===== config.mk =====
export PLATFORM = sky130hd
export DESIGN_NAME = tap_hold_key_resolver_core
export DESIGN_NICKNAME = d
export VERILOG_FILES = /design/src/thkr_pkg.sv /design/src/thkr_ram.sv /design/src/thkr_seq.sv /design/src/thkr_out.sv /design/src/tap_hold_key_resolver_core.sv
export SDC_FILE = /design/constraint.sdc
export NUM_CORES = 1
export LEC_CHECK = 0
export BUFFER_PORTS_ARGS = -buffer_cell sky130_fd_sc_hd__buf_2
export CORE_MARGIN = 5
export CORE_UTILIZATION = 57
export DETAILED_ROUTE_END_ITERATION = 16
export MAX_ROUTING_LAYER = met4
export PLACE_DENSITY = 0.76
export SYNTH_ARGS = -nofsm -noshare
export SYNTH_HDL_FRONTEND = slang
export SYNTH_HIERARCHICAL = 1
export SYNTH_SLANG_ARGS = --single-unit

===== constraint.sdc =====
create_clock -name clk -period 4.14 [get_ports clk]
set_input_delay 0.207 -clock clk [delete_from_list [all_inputs] [get_ports clk]]
set_output_delay 0.207 -clock clk [all_outputs]
set_load 0.05 [all_outputs]

===== src/thkr_pkg.sv =====
// Shared types and constants for the tap-hold key resolver.
// No dependencies; every other file except thkr_ram uses this package by scoped names.
package thkr_pkg;

  // Field widths
  localparam int KEY_W  = 6;
  localparam int ACT_W  = 2;
  localparam int TIME_W = 16;
  localparam int CFG_IDX_W  = 1;
  localparam int CFG_DATA_W = 16;

  // Defaults
  localparam int NUM_KEYS_DEF = 47;
  localparam logic [TIME_W-1:0] HOLD_TIMEOUT_RST = 16'd200;

  // Result actions
  localparam logic [ACT_W-1:0] ACT_DOWN      = 2'd0;
  localparam logic [ACT_W-1:0] ACT_UP        = 2'd1;
  localparam logic [ACT_W-1:0] ACT_TAP       = 2'd2;
  localparam logic [ACT_W-1:0] ACT_SHIFT_TAP = 2'd3;

  // Configuration register indexes
  localparam logic [CFG_IDX_W-1:0] REG_TAP_HOLD_EN  = 1'd0;
  localparam logic [CFG_IDX_W-1:0] REG_HOLD_TIMEOUT = 1'd1;

  // Request from the sequencer to the output stage
  typedef struct packed {
    logic              valid;
    logic [KEY_W-1:0]  key;
    logic              judge;   // action comes from the elapsed-time compare
    logic [ACT_W-1:0]  action;  // used when judge is low
    logic              last;
    logic [TIME_W-1:0] now;
  } emit_t;

endpackage


===== src/thkr_ram.sv =====
// Generic single-clock RAM: one write port, one read port, registered read.
// No dependencies.
module thkr_ram #(
  parameter int WIDTH = 16,
  parameter int DEPTH = 47
) (
  input  logic                                        clk,
  input  logic                                        we,
  input  logic [((DEPTH > 1) ? $clog2(DEPTH) : 1)-1:0] waddr,
  input  logic [WIDTH-1:0]                            wdata,
  input  logic                                        re,
  input  logic [((DEPTH > 1) ? $clog2(DEPTH) : 1)-1:0] raddr,
  output logic [WIDTH-1:0]                            rdata
);

  logic [WIDTH-1:0] mem [DEPTH];
  logic [WIDTH-1:0] rdata_r;

  // Write, and registered read; read data holds without re
  always_ff @(posedge clk) begin
    if (we) begin
      mem[waddr] <= wdata;
    end
    if (re) begin
      rdata_r <= mem[raddr];
    end
  end

  assign rdata = rdata_r;

endmodule


===== src/thkr_seq.sv =====
// Event sequencer: decides the handling of each event, scans pending keys,
// and drives the press-time RAM. Holds the pending and passthrough bits.
// Depends on thkr_pkg.
module thkr_seq #(
  parameter int NUM_KEYS = thkr_pkg::NUM_KEYS_DEF
) (
  input  logic                                      clk,
  input  logic                                      rst_n,
  input  logic                                      in_valid,
  output logic                                      in_ready,
  input  logic                                      in_is_dual_key,
  input  logic [thkr_pkg::KEY_W-1:0]                in_key_index,
  input  logic                                      in_pressed,
  input  logic [thkr_pkg::TIME_W-1:0]               in_event_time,
  input  logic                                      in_modifier_active,
  input  logic                                      tap_hold_en,
  output logic                                      ram_we,
  output logic                                      ram_re,
  output logic [((NUM_KEYS > 1) ? $clog2(NUM_KEYS) : 1)-1:0] ram_addr,
  output logic [thkr_pkg::TIME_W-1:0]               ram_wdata,
  output thkr_pkg::emit_t                           emit,
  input  logic                                      emit_ready
);

  localparam int IDX_W = (NUM_KEYS > 1) ? $clog2(NUM_KEYS) : 1;

  localparam logic [1:0] ST_IDLE = 2'd0;
  localparam logic [1:0] ST_SCAN = 2'd1;
  localparam logic [1:0] ST_CMP  = 2'd2;
  localparam logic [1:0] ST_PASS = 2'd3;

  logic [1:0]                    state_r, state_nxt;
  logic [NUM_KEYS-1:0]           pending_r, pending_nxt;
  logic [NUM_KEYS-1:0]           latched_r, latched_nxt;
  logic [NUM_KEYS-1:0]           mask_r, mask_nxt;
  logic [IDX_W-1:0]              scan_idx_r, scan_idx_nxt;
  logic [thkr_pkg::KEY_W-1:0]    key_r, key_nxt;
  logic [thkr_pkg::KEY_W-1:0]    ev_key_r, ev_key_nxt;
  logic [thkr_pkg::TIME_W-1:0]   now_r, now_nxt;
  logic [thkr_pkg::ACT_W-1:0]    pass_act_r, pass_act_nxt;
  logic                          fin_pass_r, fin_pass_nxt;
  logic                          cmp_final_r, cmp_final_nxt;
  logic                          last_r, last_nxt;

  logic                          accept;
  logic                          key_ok;
  logic [IDX_W-1:0]              idx;
  logic [NUM_KEYS-1:0]           idx_bit;
  logic [NUM_KEYS-1:0]           scan_bit;
  logic [NUM_KEYS-1:0]           mask_after;
  logic                          pass_now;
  logic                          pass_path;
  logic                          write_path;
  logic                          judge_path;

  assign in_ready = (state_r == ST_IDLE);
  assign accept   = in_valid && in_ready;

  // Classify the incoming event
  assign key_ok   = in_is_dual_key &&
                    ({1'b0, in_key_index} < (thkr_pkg::KEY_W + 1)'(NUM_KEYS));
  assign idx      = in_key_index[IDX_W-1:0];
  assign idx_bit  = NUM_KEYS'(1) << idx;
  assign pass_now = in_pressed && in_modifier_active;
  assign pass_path  = key_ok && (!tap_hold_en || pass_now || latched_r[idx]);
  assign write_path = key_ok && !pass_path && in_pressed;
  assign judge_path = key_ok && !pass_path && !in_pressed && pending_r[idx];

  assign scan_bit   = NUM_KEYS'(1) << scan_idx_r;
  assign mask_after = mask_r & ~scan_bit;

  // Sequencer
  always_comb begin
    state_nxt     = state_r;
    pending_nxt   = pending_r;
    latched_nxt   = latched_r;
    mask_nxt      = mask_r;
    scan_idx_nxt  = scan_idx_r;
    key_nxt       = key_r;
    ev_key_nxt    = ev_key_r;
    now_nxt       = now_r;
    pass_act_nxt  = pass_act_r;
    fin_pass_nxt  = fin_pass_r;
    cmp_final_nxt = cmp_final_r;
    last_nxt      = last_r;
    ram_we        = 1'b0;
    ram_re        = 1'b0;
    ram_addr      = idx;
    ram_wdata     = in_event_time;
    emit          = '0;
    emit.key      = key_r;
    emit.action   = pass_act_r;
    emit.last     = last_r;
    emit.now      = now_r;

    unique case (state_r)
      ST_IDLE: begin
        if (accept) begin
          now_nxt      = in_event_time;
          key_nxt      = in_key_index;
          ev_key_nxt   = in_key_index;
          scan_idx_nxt = '0;
          mask_nxt     = in_pressed ? (pending_r & ~(key_ok ? idx_bit : '0)) : '0;
          fin_pass_nxt = pass_path;
          pass_act_nxt = in_pressed ? thkr_pkg::ACT_DOWN : thkr_pkg::ACT_UP;
          if (pass_path) begin
            latched_nxt[idx] = pass_now;
          end
          if (write_path) begin
            ram_we           = 1'b1;
            pending_nxt[idx] = 1'b1;
          end
          if (judge_path) begin
            ram_re           = 1'b1;
            pending_nxt[idx] = 1'b0;
            last_nxt         = 1'b1;
            cmp_final_nxt    = 1'b1;
            state_nxt        = ST_CMP;
          end else if (in_pressed) begin
            state_nxt = ST_SCAN;
          end else if (pass_path) begin
            last_nxt  = 1'b1;
            state_nxt = ST_PASS;
          end
        end
      end
      ST_SCAN: begin
        ram_addr = scan_idx_r;
        if (mask_r == '0) begin
          last_nxt  = 1'b1;
          state_nxt = fin_pass_r ? ST_PASS : ST_IDLE;
        end else begin
          scan_idx_nxt = scan_idx_r + 1'b1;
          if (mask_r[scan_idx_r]) begin
            ram_re                  = 1'b1;
            mask_nxt                = mask_after;
            pending_nxt[scan_idx_r] = 1'b0;
            key_nxt                 = thkr_pkg::KEY_W'(scan_idx_r);
            last_nxt                = (mask_after == '0) && !fin_pass_r;
            cmp_final_nxt           = 1'b0;
            state_nxt               = ST_CMP;
          end
        end
      end
      ST_CMP: begin
        emit.valid = 1'b1;
        emit.judge = 1'b1;
        if (emit_ready) begin
          state_nxt = cmp_final_r ? ST_IDLE : ST_SCAN;
        end
      end
      ST_PASS: begin
        // The scan may have reused key_r; emit the event's own key
        emit.valid = 1'b1;
        emit.key   = ev_key_r;
        if (emit_ready) begin
          state_nxt = ST_IDLE;
        end
      end
      default: state_nxt = ST_IDLE;
    endcase
  end

  // Control state
  always_ff @(posedge clk) begin
    if (!rst_n) begin
      state_r   <= ST_IDLE;
      pending_r <= '0;
      latched_r <= '0;
    end else begin
      state_r   <= state_nxt;
      pending_r <= pending_nxt;
      latched_r <= latched_nxt;
    end
  end

  // Working registers of the current event
  always_ff @(posedge clk) begin
    mask_r      <= mask_nxt;
    scan_idx_r  <= scan_idx_nxt;
    key_r       <= key_nxt;
    ev_key_r    <= ev_key_nxt;
    now_r       <= now_nxt;
    pass_act_r  <= pass_act_nxt;
    fin_pass_r  <= fin_pass_nxt;
    cmp_final_r <= cmp_final_nxt;
    last_r      <= last_nxt;
  end

endmodule


===== src/thkr_out.sv =====
// Output stage: resolves tap versus shifted tap from the stored press time,
// or passes the sequencer's action through, and holds one result in the output register. Depends on thkr_pkg.
module thkr_out (
  input  logic                        clk,
  input  logic                        rst_n,
  input  thkr_pkg::emit_t             emit,
  output logic                        emit_ready,
  input  logic [thkr_pkg::TIME_W-1:0] press_time,
  input  logic [thkr_pkg::TIME_W-1:0] hold_timeout,
  output logic                        out_valid,
  input  logic                        out_ready,
  output logic [thkr_pkg::KEY_W-1:0]  out_key,
  output logic [thkr_pkg::ACT_W-1:0]  out_action,
  output logic                        out_last
);

  logic                        out_valid_r;
  logic [thkr_pkg::KEY_W-1:0]  key_r;
  logic [thkr_pkg::ACT_W-1:0]  action_r;
  logic                        last_r;
  logic [thkr_pkg::TIME_W-1:0] elapsed;
  logic [thkr_pkg::ACT_W-1:0]  action;
  logic                        load;

  // Wrapped elapsed time against the hold timeout
  assign elapsed = emit.now - press_time;
  assign action  = !emit.judge ? emit.action :
                   (elapsed < hold_timeout) ? thkr_pkg::ACT_TAP : thkr_pkg::ACT_SHIFT_TAP;

  assign emit_ready = !out_valid_r || out_ready;
  assign load       = emit.valid && emit_ready;

  // Output register valid
  always_ff @(posedge clk) begin
    if (!rst_n) begin
      out_valid_r <= 1'b0;
    end else if (load) begin
      out_valid_r <= 1'b1;
    end else if (out_ready) begin
      out_valid_r <= 1'b0;
    end
  end

  // Output payload
  always_ff @(posedge clk) begin
    if (load) begin
      key_r    <= emit.key;
      action_r <= action;
      last_r   <= emit.last;
    end
  end

  assign out_valid  = out_valid_r;
  assign out_key    = key_r;
  assign out_action = action_r;
  assign out_last   = last_r;

endmodule


===== src/tap_hold_key_resolver_core.sv =====
// Tap-hold key resolver. One key event is taken at a time. A press first
// emits every other pending key in index order, walking the pending bits one
// key per cycle except while a result is being emitted, and reading that key's
// press time from the RAM. The elapsed-time compare sits between the RAM read
// and the output register. A new event is taken while a result still waits in
// the output register. Press times live in a RAM that needs no clearing;
// pending and passthrough bits are flip-flops reset to 0.
// Depends on thkr_pkg, thkr_ram, thkr_seq and thkr_out.
module tap_hold_key_resolver_core #(
  parameter int NUM_KEYS = thkr_pkg::NUM_KEYS_DEF
) (
  input  logic                            clk,
  input  logic                            rst_n,
  input  logic                            cfg_we,
  input  logic [thkr_pkg::CFG_IDX_W-1:0]  cfg_index,
  input  logic [thkr_pkg::CFG_DATA_W-1:0] cfg_wdata,
  input  logic                            in_valid,
  output logic                            in_ready,
  input  logic                            in_is_dual_key,
  input  logic [thkr_pkg::KEY_W-1:0]      in_key_index,
  input  logic                            in_pressed,
  input  logic [thkr_pkg::TIME_W-1:0]     in_event_time,
  input  logic                            in_modifier_active,
  output logic                            out_valid,
  input  logic                            out_ready,
  output logic [thkr_pkg::KEY_W-1:0]      out_key,
  output logic [thkr_pkg::ACT_W-1:0]      out_action,
  output logic                            out_last
);

  localparam int IDX_W = (NUM_KEYS > 1) ? $clog2(NUM_KEYS) : 1;

  logic                        tap_hold_en_r;
  logic [thkr_pkg::TIME_W-1:0] hold_timeout_r;
  logic                        ram_we;
  logic                        ram_re;
  logic [IDX_W-1:0]            ram_addr;
  logic [thkr_pkg::TIME_W-1:0] ram_wdata;
  logic [thkr_pkg::TIME_W-1:0] ram_rdata;
  thkr_pkg::emit_t             emit;
  logic                        emit_ready;

  // Configuration registers
  always_ff @(posedge clk) begin
    if (!rst_n) begin
      tap_hold_en_r  <= 1'b0;
      hold_timeout_r <= thkr_pkg::HOLD_TIMEOUT_RST;
    end else if (cfg_we) begin
      unique case (cfg_index)
        thkr_pkg::REG_TAP_HOLD_EN:  tap_hold_en_r  <= cfg_wdata[0];
        thkr_pkg::REG_HOLD_TIMEOUT: hold_timeout_r <= cfg_wdata[thkr_pkg::TIME_W-1:0];
        default: ;
      endcase
    end
  end

  thkr_seq #(
    .NUM_KEYS (NUM_KEYS)
  ) u_seq (
    .clk                (clk),
    .rst_n              (rst_n),
    .in_valid           (in_valid),
    .in_ready           (in_ready),
    .in_is_dual_key     (in_is_dual_key),
    .in_key_index       (in_key_index),
    .in_pressed         (in_pressed),
    .in_event_time      (in_event_time),
    .in_modifier_active (in_modifier_active),
    .tap_hold_en        (tap_hold_en_r),
    .ram_we             (ram_we),
    .ram_re             (ram_re),
    .ram_addr           (ram_addr),
    .ram_wdata          (ram_wdata),
    .emit               (emit),
    .emit_ready         (emit_ready)
  );

  thkr_ram #(
    .WIDTH (thkr_pkg::TIME_W),
    .DEPTH (NUM_KEYS)
  ) u_press_time (
    .clk   (clk),
    .we    (ram_we),
    .waddr (ram_addr),
    .wdata (ram_wdata),
    .re    (ram_re),
    .raddr (ram_addr),
    .rdata (ram_rdata)
  );

  thkr_out u_out (
    .clk          (clk),
    .rst_n        (rst_n),
    .emit         (emit),
    .emit_ready   (emit_ready),
    .press_time   (ram_rdata),
    .hold_timeout (hold_timeout_r),
    .out_valid    (out_valid),
    .out_ready    (out_ready),
    .out_key      (out_key),
    .out_action   (out_action),
    .out_last     (out_last)
  );

endmodule


## Word level (Yosys, flattened, before mapping)

Memory sizes are Yosys's and may differ from the RTL's. A register that Yosys moved wholly into a read port is not among the register bits.
Cells that the tools add are included.

| storage, ports and cells | value |
|---|---|
| flip-flop bits (word level) | 209 |
| bits in writable memories | 752 |
| output and inout port bits | 11 |
| logic and storage cells | 161 |
| memories | 1 |

| operators by class | value |
|---|---|
| add/sub/neg operators | 2 |
| magnitude comparators | 6 |
| equality and inequality tests | 13 |
| shifts and indexed selects | 2 |
| mux-type cells | 74 |
| bitwise gates (word level) | 10 |
| reductions and logical operators | 35 |

Memory list:

| memory | words | bits a word | read ports | clocked after memory_dff | wr ports | RTL line | source |
|---|---|---|---|---|---|---|---|
| u_press_time.mem | 47 | 16 | 1 | 1 | 1 | thkr_ram.sv:16 | `logic [WIDTH-1:0] mem [DEPTH];` |

Operators with widths:

| kind | number |
|---|---|
| 2-to-1 mux 47 bit | 12 |
| bitwise AND 47 bit | 4 |
| NOT 47 bit | 4 |
| one-hot mux 47 bit (2 select lines) | 2 |
| zero test 47 bit | 2 |
| left shift 1 x 6 -> 47 bit, first input constant | 2 |
| bitwise mux 47 bit | 1 |
| OR 47 bit | 1 |
| 2-to-1 mux 6 bit | 7 |
| 2-to-1 mux 1 bit | 31 |
| one-hot mux 6 bit (2 select lines) | 2 |
| 2-to-1 mux 2 bit | 10 |
| binary-select mux 1 bit (select 6 bit) | 3 |
| < comparator 16 bit | 1 |
| subtractor 16 bit | 1 |
| AND reduction 5 bit | 3 |
| < comparator 6 x 7 -> 1 bit, second input constant | 2 |
| demux 1 bit (select 6 bit) | 2 |
| >= comparator 6 x 1 -> 1 bit, second input constant | 2 |
| logical AND 1 bit | 12 |
| one-hot mux 2 bit (4 select lines) | 1 |
| adder 6 x 1 -> 6 bit, second input constant | 1 |
| < comparator 6 bit, second input constant | 1 |
| inequality test 2 x 1 -> 1 bit, second input constant | 3 |
| other kinds (16) | 32 |

## Depth between registers and ports, before layout

| depth | value |
|---|---|
| depth after elaboration | 14 |
| gate-level depth with buffers | 17 |
| depth with buffers taken out | 13 |

## Cells and area by module

Netlist, hierarchy kept.

Modules (own cells, without submodules):

| module | instances | cells an instance | area an instance (µm²) |
|---|---|---|---|
| thkr_ram | 1 | 1452 | 29602.1 |
| thkr_seq | 1 | 1236 | 11074.4 |
| thkr_out | 1 | 183 | 1498.9 |
| tap_hold_key_resolver_core | 1 | 78 | 719.4 |

## Worst setup path before layout

Ideal clock, no wire load.

| path | value |
|---|---|
| path kind | register -> register |
| start point | register u_seq.state_r[1] |
| end point | memory u_press_time.mem[32][0], enable pin |
| arrival time | 4.325 ns |
| setup slack | -0.594 ns |
| stages on the path, launching flop included | 10 |
| period minus slack after synthesis | 4.734 ns |
| cell sequence | dfxtp_1 > clkbuf_1 > nor2_1 > and2_1 > clkbuf_1 > clkbuf_1 > and2_1 > clkbuf_1 > nand4b_1 > nor3_1 |

| between the ends | value |
|---|---|
| word-level cells in the longest chain between the ends | 6 |
| elaborated cells on any way between the ends | 8 |
| those cells by class | eq/ne: 1; mux: 5; reduce/logical: 2 |

RTL lines:

| item | RTL line | source |
|---|---|---|
| start: declaration | thkr_seq.sv:32 | `logic [1:0] state_r, state_nxt;` |
| start signal: assignment | thkr_seq.sv:171 | `state_r <= state_nxt;` |
| zero test 2 bit (*) | thkr_seq.sv:56 | `assign in_ready = (state_r == ST_IDLE);` |
| net in_ready | tap_hold_key_resolver_core.sv:18 | `output logic in_ready,` |
| logical AND 1 bit | thkr_seq.sv:57 | `assign accept = in_valid && in_ready;` |
| 2-to-1 mux 1 bit | thkr_seq.sv:98 | `if (accept) begin` |
| 2-to-1 mux 1 bit (*) | thkr_seq.sv:96 | `unique case (state_r)` |
| net ram_we | tap_hold_key_resolver_core.sv:35 | `logic ram_we;` |
| 2-to-1 mux 1 bit (*) | thkr_ram.sv:21 | `if (we) begin` |
| 2-to-1 mux 1 bit (not written as such) (*) | thkr_ram.sv:22 | `mem[waddr] <= wdata;` |
| end: declaration | thkr_ram.sv:16 |  |

Mark *: on every way through the listed nets, which the timed path passes. The rest lies on a longest branch.

## Worst setup path in the final report

| path | value |
|---|---|
| start point | register u_seq.state_r[0] |
| end point | register u_press_time.rdata_r[9], in the netlist u_press_time/rdata[9] (read register of u_press_time.mem), data pin |

| between the ends | value |
|---|---|
| elaborated cells on any way between the ends | 6 |
| those cells by class | eq/ne: 1; mux: 3; reduce/logical: 2 |

RTL lines:

| item | RTL line | source |
|---|---|---|
| == test 2 x 1 -> 1 bit | thkr_seq.sv:96 |  |
| 2-to-1 mux 6 bit | thkr_seq.sv:96 |  |
| net ram_addr[0] | tap_hold_key_resolver_core.sv:37 | `logic [IDX_W-1:0] ram_addr;` |
| end: declaration | thkr_ram.sv:17 | `logic [WIDTH-1:0] rdata_r;` |

The timed path passes the listed nets, and every way through them passes these cells.
A chain may end at the register's enable or synchronous reset.

==> run metrics <==
Cells after Synth 2949; outcome completed; Pwr Density 560 nW/um^2; crit path DAT 4.23 ns; Final Hold Fails 0; leading post-synthesis cells by cell area edfxtp_1 (60%), mux4_2 (6.6%), mux2i_1 (5.4%); Synth area leader edfxtp_1; crit-path max FO 31; CTS HTree Levels 3; max-cap violations 0; Worst Tran Pin Value 1.11 ns; FFs w/ async S/R, synth 0%; Antenna Nets Post-Route 0; dpl cells 3852; Core Area 74600 um^2; critical path class reg -> reg; largest net degree at the start of global routing 95; CP required 4.52 ns; WL met3 13500 um; met2 routed WL 54900 um; CTS tree built; Place WS 0.0381 ns; CP max-delay cell a222oi_1; Synth Area per Inst 14.5 um^2; Critical Path Start Type register; Starting DRT DRC Count 3796; Routed WL per cell 28.9 um; initial antenna violation count 3; Finished Layout Cells 4082; yosys warns 6; sequential cell area 28200 um^2; TritonCTS Sinks 976; Root Buffer clkbuf_16; Achievable Freq 259 MHz; Distinct cells, synth 84; Vias 27900; clock buffer depth 3; die height 284 um; global-route usage over all layers 29.5%; syn nets 3033; Top delay family on crit path compound AO/OA/AOI/OAI gates; post-DR vias/cell 6.83; Slew Viols, Final 0; Max-slew headroom 26.1%; commonest non-fill, non-tap cells in the layout edfxtp_1 (862), mux2i_1 (233), nand2_1 (189); Cell Area, Synth 42900 um^2; number of synthesized flops with an enable pin 862; post-route setup TNS 0 ns; CP Capture Type register; DP HPWL 74200 um; initial core utilization 57.5%; clock-pin slew on the worst setup and hold paths 0.07 ns; Worst path most repeated cell buf_12; Worst Skew 0.0432 ns; vias in the first global route 27000; drt drc 0; Worst IR Drop VDD 529 uV; Clock Latency Late Sink 0.68 ns; hold_ws 0.0251 ns; Final GP Congestion 0.944; Area Overhead vs Synth 11.7%; Buf/Inv on CP 3; Die ar. 80800 um^2; Fillers 5157; sequential fraction of the synthesis area 65.7%; Leakage 16.1 nW; CTS buffer count 97; share of cells above drive strength 1 17.7%; ys flop type edfxtp_1; Rows 100; Remaining Overflow, GRT 0; first-pass GRT wire length 176000 um; top cell type's share of synthesized area 60.3%; Die Width 284 um; TritonRoute pass-1 iters 9; Final Net Count 3111; # IOs 58; RSZ-0062 raised after global routing no; critical-path cell list nor2b_4 > inv_2 > o21ai_4 > buf_12 > buf_12 > mux2i_1 > o22ai_1 > a21o_1 > a222oi_1 > o211ai_1; crit path time final 3.85 ns; Worst Slack Setup Final 0.286 ns; DRT met1 WL 45200 um; DR top layer met4; Finish-stage setup viols 0; number of synthesized register bits 976; IO buf count 57; final worst path period share 93.1%; commonest non-fill, non-tap cell in the layout edfxtp_1; critical path's largest stage delay 0.87 ns; Hold Crit Class in -> reg; final wirelength 118000 um; area of the multi-input gates 13300 um^2
==> path summary, 6_finish.rpt <==
| check | startpoint | endpoint | slack, ns | depth (start not counted) |
|---|---|---|---|---|
| max | u_seq/state_r[0] | u_press_time/rdata[9] | 0.29 | 10 |
| min | cfg_index | hold_timeout_r[6] | 0.03 | 3 |
| max reg2reg | u_seq/state_r[0] | u_press_time/rdata[9] | 0.29 | 10 |
| min reg2reg | u_seq/last_r | u_out/out_last | 0.43 | 0 |
==> cell usage after synthesis, types with 11 or more instances <==
cell type	number
and3_1	14
a222oi_1	13
buf_6	27
dfxtp_1	114
ha_1	36
mux2_2	13
o211ai_1	30
a211oi_1	43
a21oi_1	109
a21oi_2	11
a21o_1	23
mux2i_1	233
edfxtp_1	862
a22oi_1	25
a221oi_1	37
inv_1	50
mux4_2	125
o21ai_0	148
nor2b_1	12
nand4_1	39
buf_4	35
buf_2	37
nor3_1	59
nand2b_1	15
nand2_1	190
nor2_1	130
o221a_1	34
nand3_1	96
buf_1	14
clkbuf_1	129
o22ai_1	77
nor4_1	18
==> per-stage QoR <==
stage	power, W	area (um^2)	utilization (%)
3_5_place_dp	0.0180	44300	59.4
2_1_floorplan	0.0160	42900	-
5_1_grt	0.0278	47900	64.3
4_1_cts	0.0268	47900	64.2
6_report	0.0268	47900	64.3
3_3_place_gp	0.0178	44300	59.4
==> final cells by class <==
| cell class | instances | share of cell area, % |
|---|---|---|
| Sequential cell | 976 | 58.8 |
| Tap cell | 969 | 2.53 |
| Multi-Input combinational cell | 1678 | 27.8 |
| Inverter | 52 | 0.407 |
| Timing Repair Buffer | 222 | 3.77 |
| Antenna cell | 4 | 0.0209 |
| Clock buffer | 119 | 5.32 |
| Clock inverter | 62 | 1.37 |
==> kinds of logic (layout without fill, tap and decap cells) <==
kind of cell | Yosys count | after routing | synth area share [%]
AO/OA/AOI/OAI | 629 | 629 | 10.1
XOR/XNOR | 15 | 15 | 0.306
adder cells (fa/ha/maj) | 37 | 37 | 1.10
buffers and inverters | 295 | 455 | 3.47
flip-flops | 976 | 976 | 65.7
multiplexers | 371 | 371 | 12.3
other | 1 | 5 | 0.00874
AND/OR/NAND/NOR | 625 | 625 | 6.97
==> layer usage <==
| layer | up-vias | GRT usage (%) |
|---|---|---|
| met2 | 1856 | 44.2 |
| met1 | 13900 | 40.6 |
| li1 | 11800 | - |
| met4 | 0 | 10.0 |
| met3 | 291 | 6.43 |
| met5 | - | - |
==> sequential cells by signal, indices dropped and copies added, names as in the netlist <==
| signal | cells |
|---|---|
| u_press_time/mem | 752 |
| u_seq/latched_r | 47 |
| u_seq/mask_r | 47 |
| u_seq/pending_r | 47 |
| hold_timeout_r | 16 |
| u_press_time/rdata | 16 |
| u_seq/now_r | 16 |
| u_out/out_key | 6 |
| u_seq/ev_key_r | 6 |
| u_seq/key_r | 6 |
| u_seq/scan_idx_r | 6 |
| u_out/out_action | 2 |
| u_seq/state_r | 2 |
| tap_hold_en_r | 1 |
| u_out/out_last | 1 |
| u_out/out_valid | 1 |
| u_seq/cmp_final_r | 1 |
| u_seq/fin_pass_r | 1 |
| u_seq/last_r | 1 |
| u_seq/pass_act_r | 1 |
==> worst reg2reg max path: stages (launching register included) <==
cell	delay, ns
dfxtp_1	0.47
nor2b_4	0.31
inv_2	0.16
o21ai_4	0.33
buf_12	0.32
buf_12	0.30
mux2i_1	0.29
o22ai_1	0.14
a21o_1	0.20
a222oi_1	0.87
o211ai_1	0.17
==> where the power goes <==
part           internal (W)  total, W  switching [W]
logic               0.00224   0.00606        0.00382
registers            0.0113    0.0119       0.000600
clock network       0.00505   0.00882        0.00377
==> repair_timing <==
| item | 4_1_cts | 5_1_grt |
|---|---|---|
| setup buffers | 0 | 7 |
| resized for setup | 0 | 0 |
| hold endpoints to repair | 24 | 0 |
| hold buffers | 38 | 0 |
| endpoints found under the setup margin | 0 | 3 |
(Power assumes the default switching activity.)
